### config.mk
export PLATFORM = sky130hd
export DESIGN_NAME = lcg_random_modulo
export DESIGN_NICKNAME = d
export VERILOG_FILES = /design/src/hdl/lcgrm_pkg.sv /design/src/hdl/lcgrm_dp.sv /design/src/hdl/lcgrm_ctrl.sv /design/src/hdl/lcg_random_modulo.sv
export SDC_FILE = /design/constraint.sdc
export NUM_CORES = 1
export LEC_CHECK = 0
export BUFFER_PORTS_ARGS = -buffer_cell sky130_fd_sc_hd__buf_2
export CAP_MARGIN = 15
export CORE_MARGIN = 3
export CORE_UTILIZATION = 50
export DETAILED_ROUTE_END_ITERATION = 8
export GPL_ROUTABILITY_DRIVEN = 0
export GPL_TIMING_DRIVEN = 1
export MAX_ROUTING_LAYER = met4
export PLACE_DENSITY = 0.8
export RECOVER_POWER = 50
export SETUP_SLACK_MARGIN = 0.15
export SKIP_LAST_GASP = 1
export SLEW_MARGIN = 20
export SYNTH_ARGS = -nofsm -noshare
export SYNTH_HDL_FRONTEND = slang
export SYNTH_SLANG_ARGS = --single-unit
### constraint.sdc
create_clock -name i_clk -period 5.9 [get_ports i_clk]
set_input_delay 1.18 -clock i_clk [delete_from_list [all_inputs] [get_ports i_clk]]
set_output_delay 1.18 -clock i_clk [all_outputs]
set_load 0.1 [all_outputs]
### src/hdl/lcgrm_pkg.sv
// Shared types and constants for the LCG random-modulo block.
// No dependencies; imported by lcgrm_dp, lcgrm_ctrl and lcg_random_modulo.
package lcgrm_pkg;

    localparam logic [31:0] C_LCG_MUL   = 32'd1103515245;
    localparam logic [31:0] C_LCG_ADD   = 32'd12345;
    localparam logic [31:0] C_SEED_RST  = 32'd1;

    localparam int C_GEN_STEPS  = 3;
    localparam int C_NUM_BITS   = 31;
    localparam int C_FIRST_BITS = 11;
    localparam int C_LATER_BITS = 10;
    localparam int C_CNT_W      = $clog2(C_NUM_BITS);

    localparam logic [C_CNT_W-1:0] C_GEN_LAST = C_CNT_W'(C_GEN_STEPS - 1);
    localparam logic [C_CNT_W-1:0] C_DIV_LAST = C_CNT_W'(C_NUM_BITS - 1);

    typedef enum logic [1:0] {
        S_IDLE,
        S_GEN,
        S_DIV,
        S_DONE
    } t_state;

    typedef struct packed {
        logic load;
        logic gen_step;
        logic gen_first;
        logic div_step;
        logic out_load;
    } t_dp_cmd;

endpackage

### src/hdl/lcgrm_dp.sv
// Datapath: seed register, generator state, slice accumulator and
// restoring divider for the remainder. Depends on lcgrm_pkg.
module lcgrm_dp (
    input  logic             i_clk,
    input  logic             i_rst_n,
    input  logic             i_cfg_we,
    input  logic [31:0]      i_cfg_data,
    input  logic [31:0]      i_modulus,
    input  lcgrm_pkg::t_dp_cmd i_cmd,
    output logic [31:0]      o_random_value,
    output logic             o_zero_modulus
);
    import lcgrm_pkg::*;

    logic [31:0]           r_seed;
    logic                  r_seeded;
    logic [31:0]           r_state;
    logic [31:0]           n_state;
    logic [C_NUM_BITS-1:0] r_acc;
    logic [C_NUM_BITS-1:0] n_acc_gen;
    logic [31:0]           r_mod;
    logic [31:0]           r_rem;
    logic [32:0]           rem_sh;
    logic [32:0]           rem_sub;
    logic [31:0]           n_rem;
    logic [C_FIRST_BITS-1:0] slice;

    assign n_state = 32'(r_state * C_LCG_MUL) + C_LCG_ADD;

    always_comb begin
        slice = n_state[16 +: C_FIRST_BITS];
        if (i_cmd.gen_first) begin
            n_acc_gen = C_NUM_BITS'(slice);
        end else begin
            n_acc_gen = {r_acc[C_NUM_BITS-1-C_LATER_BITS:0],
                         slice[C_LATER_BITS-1:0]};
        end
    end

    // one quotient bit per cycle: shift in the next dividend bit, subtract if it fits
    always_comb begin
        rem_sh  = {r_rem, r_acc[C_NUM_BITS-1]};
        rem_sub = rem_sh - {1'b0, r_mod};
        if (rem_sh >= {1'b0, r_mod}) begin
            n_rem = rem_sub[31:0];
        end else begin
            n_rem = rem_sh[31:0];
        end
    end

    always_ff @(posedge i_clk) begin
        if (!i_rst_n) begin
            r_seed   <= C_SEED_RST;
            r_seeded <= 1'b0;
            r_state  <= '0;
        end else begin
            if (i_cfg_we) begin
                r_seed <= i_cfg_data;
            end
            if (i_cmd.load && !r_seeded) begin
                r_state  <= r_seed;
                r_seeded <= 1'b1;
            end else if (i_cmd.gen_step) begin
                r_state <= n_state;
            end
        end
    end

    always_ff @(posedge i_clk) begin
        if (i_cmd.load) begin
            r_mod <= i_modulus;
            r_rem <= '0;
            r_acc <= '0;
        end else if (i_cmd.gen_step) begin
            r_acc <= n_acc_gen;
        end else if (i_cmd.div_step) begin
            r_rem <= n_rem;
            r_acc <= {r_acc[C_NUM_BITS-2:0], 1'b0};
        end
        if (i_cmd.out_load) begin
            o_zero_modulus <= (r_mod == '0);
            o_random_value <= (r_mod == '0) ? '0 : r_rem;
        end
    end

endmodule

### src/hdl/lcgrm_ctrl.sv
// Controller: sequences load, generator steps, divide steps and the output word.
// Holds the step counter and output valid. Depends on lcgrm_pkg.
module lcgrm_ctrl (
    input  logic               i_clk,
    input  logic               i_rst_n,
    input  logic               i_valid,
    output logic               o_stall,
    output logic               o_valid,
    input  logic               i_stall,
    output lcgrm_pkg::t_dp_cmd o_cmd
);
    import lcgrm_pkg::*;

    t_state             r_state;
    t_state             n_state;
    logic [C_CNT_W-1:0] r_cnt;
    logic [C_CNT_W-1:0] n_cnt;
    logic               r_out_valid;
    logic               n_out_valid;
    logic               out_free;

    assign out_free = !r_out_valid || !i_stall;

    always_comb begin
        n_state = r_state;
        case (r_state)
            S_IDLE: if (i_valid) n_state = S_GEN;
            S_GEN:  if (r_cnt == C_GEN_LAST) n_state = S_DIV;
            S_DIV:  if (r_cnt == C_DIV_LAST) n_state = S_DONE;
            S_DONE: if (out_free) n_state = S_IDLE;
            default: n_state = S_IDLE;
        endcase
    end

    always_comb begin
        o_cmd       = '0;
        o_stall     = 1'b1;
        n_cnt       = r_cnt;
        n_out_valid = r_out_valid && i_stall;
        case (r_state)
            S_IDLE: begin
                o_stall  = 1'b0;
                o_cmd.load = i_valid;
                n_cnt    = '0;
            end
            S_GEN: begin
                o_cmd.gen_step  = 1'b1;
                o_cmd.gen_first = (r_cnt == '0);
                n_cnt = (r_cnt == C_GEN_LAST) ? '0 : r_cnt + 1'b1;
            end
            S_DIV: begin
                o_cmd.div_step = 1'b1;
                n_cnt = r_cnt + 1'b1;
            end
            S_DONE: begin
                // hold the result until the output register is free
                if (out_free) begin
                    o_cmd.out_load = 1'b1;
                    n_out_valid    = 1'b1;
                end
            end
            default: begin
                o_stall = 1'b1;
            end
        endcase
    end

    always_ff @(posedge i_clk) begin
        if (!i_rst_n) begin
            r_state     <= S_IDLE;
            r_cnt       <= '0;
            r_out_valid <= 1'b0;
        end else begin
            r_state     <= n_state;
            r_cnt       <= n_cnt;
            r_out_valid <= n_out_valid;
        end
    end

    assign o_valid = r_out_valid;

endmodule

### src/hdl/lcg_random_modulo.sv
// Each word runs 3 generator steps, 31 divide steps and 1 output load, the
// divider taking one remainder bit per cycle. No new word is accepted until
// the last one has been loaded into the output register.
// A finished word waits in the output register while the next word is taken.
// Reset (i_rst_n low, synchronous): idle, no output, seed 1, generator unseeded.
// Depends on lcgrm_pkg, lcgrm_ctrl and lcgrm_dp.
module lcg_random_modulo (
    input  logic        i_clk,
    input  logic        i_rst_n,
    input  logic        i_cfg_we,
    input  logic [31:0] i_cfg_data,
    input  logic        i_valid,
    output logic        o_stall,
    input  logic [31:0] i_modulus,
    output logic        o_valid,
    input  logic        i_stall,
    output logic [31:0] o_random_value,
    output logic        o_zero_modulus
);
    import lcgrm_pkg::*;

    t_dp_cmd cmd;

    lcgrm_ctrl u_ctrl (
        .i_clk   (i_clk),
        .i_rst_n (i_rst_n),
        .i_valid (i_valid),
        .o_stall (o_stall),
        .o_valid (o_valid),
        .i_stall (i_stall),
        .o_cmd   (cmd)
    );

    lcgrm_dp u_dp (
        .i_clk          (i_clk),
        .i_rst_n        (i_rst_n),
        .i_cfg_we       (i_cfg_we),
        .i_cfg_data     (i_cfg_data),
        .i_modulus      (i_modulus),
        .i_cmd          (cmd),
        .o_random_value (o_random_value),
        .o_zero_modulus (o_zero_modulus)
    );

endmodule

==> impl_metrics.tcl <==
set metrics [dict create \
    status "complete, but fails checks" \
    violations "max-capacitance violations, max-slew violations, negative setup slack" \
    detail-route-antenna-nets 0 \
    synth_edf_count 65 \
    layout_worst_path_cycle_share_pct 110 \
    die_outline_area_sq_mm 0.0341 \
    max-cap-violations 3 \
    criticalPathCategory "reg -> reg" \
    crit_path_top_delay_cell "sky130_fd_sc_hd__fa_1" \
    grt-ovfl-total 0 \
    place_area_sq_mm 0.0178 \
    synth-async-reset-ratio_pct 0 \
    worst-endpoint-required_ns 6.25 \
    tritoncts "done" \
    finalWorstSetupSlack_ns -0.570 \
    worst_skew_pair.late_latency_ns 0.45 \
    grt_pass1_vias 13100 \
    routed_wirelength_microns 42800 \
    timing.critical_path.mode_cell "sky130_fd_sc_hd__fa_1" \
    rsz0062_at_grt "true" \
    final_core_occ_pct 61.2 \
    worstSetupStartpointType "flip-flop" \
    netlist.area_leader.share_pct 16.3 \
    synth_area_sq_mm 0.0160 \
    floorplan.die.width_microns 185 \
    vias_per_cell 5.66 \
    floorplan.initialDensity_pct 51.4 \
    design.final.nets 2289 \
    post-synth-top-area-cell "sky130_fd_sc_hd__fa_1" \
    worst_clock_skew_ns 0.0186 \
    maxSlewHeadroom_pct -46.0 \
    detail_route.iter0.violations 933 \
    detail_route.drc_violations 0 \
    cp_top_family "adder cells" \
    synthFlopType "sky130_fd_sc_hd__dfxtp_1" \
    period_minus_slack_ns 6.47 \
    worst-path-max-fanout 4 \
    grt_max_degree 66 \
    max-clock-path-buffers 2 \
    std_cell_rows 64 \
    finalMaxSlewViolations 92 \
    cts.sink_count 191 \
    hold_path_class "reg -> reg" \
    dpl.hpwl_microns 32500 \
    htree_levels 4 \
    regArea_sq_mm 0.00450 \
    port-buffer-count 98 \
    final-setup-viol-count 20 \
    crit_arrival_ns 6.82 \
    route.vias.total 13000 \
    finalHoldViolations 0 \
    timing.critical_path.to_type "flip-flop" \
    grt.total_usage_pct 25.4 \
    critical_path_buf_inv_count 8 \
    yosys_register_bits 191 \
    cts_hold_buffers 0 \
    cts_root_buf "sky130_fd_sc_hd__clkbuf_16" \
    synthToLayoutAreaGrowth_pct 19.0 \
    fillerInstances 2439 \
    combined_area_of_the_multi_input_logic_cells_sq_mm 0.0106 \
    grt_antenna_before_repair 0 \
    insertedDiodeCount 0 \
    cp_slowest_stage_delay_ns 0.55 \
    io-pin-count 104 \
    slew_at_the_pin_closest_to_its_max_slew_limit_ns 2.19 \
    numCtsBuffers 17 \
    ys_warn_count 0 \
    biggest_area_contributors_in_the_synthesized_netlist "sky130_fd_sc_hd__fa_1 (16%), sky130_fd_sc_hd__ha_1 (16%), sky130_fd_sc_hd__dfxtp_1 (16%)" \
    grt_pass1_wl_microns 66800 \
    coreArea_sq_mm 0.0311 \
    area_of_all_placed_cells_without_fillers_sq_mm 0.0190 \
    hold_ws_ns 0.459 \
    postSynthCellCount 1693 \
    cts.clk_slew.worst_paths_ns 0.08 \
    synth_fp_nets 2097 \
    postSynthAreaPerCell_sq_um 9.44 \
    synth_sequential_area_ratio_pct 28.0 \
    die_height_microns 185 \
    detail_route.first_pass.iterations 5 \
    share_of_layout_cells_above_drive_strength_1_pct 18.5 \
    timing.fmax_mhz 155 \
    synthDistinctLibCells 66 \
    drt-wirelength-per-cell_microns 18.7 \
]
[worst paths after layout]
kind,cells past startpoint,to,slack [ns],startpoint
max reg2reg,26,u_dp.r_acc[10],-0.57,u_dp.r_state[6]
min reg2reg,2,u_dp.r_state[1],0.46,u_dp.r_seed[1]
max,26,u_dp.r_acc[10],-0.57,u_dp.r_state[6]
min,2,u_dp.r_state[1],0.46,u_dp.r_seed[1]
[synth_stat cells (all sizes together) (3+ instances only)]
cell type,instances
a211o,3
o211ai,14
nor2b,38
xor2,22
or3,4
dfxtp,126
nand4,11
o21bai,10
a31oi,20
nand2,63
a21boi,6
xnor2,59
mux2i,53
a21oi,101
a21o,20
nand2b,8
ha,205
a22oi,20
a31o,3
and2,3
clkbuf,47
o21ai,84
inv,348
edfxtp,65
a211oi,38
and3,10
fa,130
nor4,8
nor3,17
o21a,10
nand3,12
nor2,99
buf,7
[per-layer routing]
layer | global-route usage [%] | share of wire, % | vias to the layer above
met1 | 31.0 | 40 | 6296
li1 | - | - | 6015
met5 | - | 0 | -
met2 | 42.3 | 49 | 542
met3 | 4.18 | 7.1 | 123
met4 | 10.1 | 4.4 | 0
[area by class of cell]
type                       count  share of cell area [%]
sequential                   191                    23.6
clock buffer                  20                    2.63
tap                          396                    2.61
multi-input combinational   1099                    55.6
inverter                     349                    6.89
clock inverter                12                   0.691
timing repair buffer         227                    7.92
[flip-flops by register name, indices dropped and copies added (netlist names)]
register	flops
u_dp.r_state	27
u_dp.r_seeded	1
u_dp.r_rem	32
u_dp.r_mod	32
u_dp.o_zero_modulus	1
u_dp.r_seed	27
u_ctrl.r_cnt	5
u_dp.r_acc	31
u_dp.o_random_value	32
u_ctrl.r_state	2
u_ctrl.o_valid	1
[metrics by stage]
step	setup slack [ns]	setup TNS, ns	cells
finish	-0.570	-7.64	2294
global route	-0.714	-11.33	2294
CTS	-0.542	-5.38	2285
detailed placement	-0.642	-9.55	2244
global placement	-0.482	-6.43	2243
floorplan	-0.149	-0.279	1693
[worst min-delay path, delay by kind of cell (launching register included)]
| family | cells | cell delay (ns) |
|---|---|---|
| DFF | 1 | 0.31 |
| and+or+nand+nor | 1 | 0.05 |
| AOI/OAI and AO/OA | 1 | 0.05 |
[timing repair]
action                                 CTS  global route
resized for setup                       60            55
gates cloned                             0             0
pin swaps                               31            42
setup buffers                            9             8
setup endpoints to repair               25            25
endpoints found under the hold margin    0             0
[cells in the final DEF, fill, tap and decap left out, types with 22 or more instances in the layout]
| cell type | n |
|---|---|
| sky130_fd_sc_hd__inv_1 | 328 |
| sky130_fd_sc_hd__dfxtp_1 | 116 |
| sky130_fd_sc_hd__ha_4 | 22 |
| sky130_fd_sc_hd__mux2i_1 | 53 |
| sky130_fd_sc_hd__nand2_1 | 59 |
| sky130_fd_sc_hd__buf_2 | 72 |
| sky130_fd_sc_hd__clkbuf_1 | 27 |
| sky130_fd_sc_hd__a21oi_1 | 85 |
| sky130_fd_sc_hd__fa_1 | 126 |
| sky130_fd_sc_hd__a211oi_1 | 35 |
| sky130_fd_sc_hd__nor2b_1 | 38 |
| sky130_fd_sc_hd__edfxtp_1 | 65 |
| sky130_fd_sc_hd__buf_4 | 110 |
| sky130_fd_sc_hd__nor2_1 | 97 |
| sky130_fd_sc_hd__xnor2_1 | 56 |
| sky130_fd_sc_hd__ha_1 | 178 |
| sky130_fd_sc_hd__o21ai_0 | 75 |
[cell families (layout without fill, tap and decap cells)]
group | Yosys count | in the layout | synth area share, %
compound gates | 346 | 346 | 13.8
xor+xnor | 81 | 81 | 4.44
fa+ha+maj | 335 | 335 | 32.3
buf+inv | 403 | 608 | 9.58
flops | 191 | 191 | 28.0
mux | 53 | 53 | 3.32
simple gates | 284 | 284 | 8.50
Power is not shown: default switching activity piles up to over one toggle a cycle in this logic, so the estimate is an artifact.
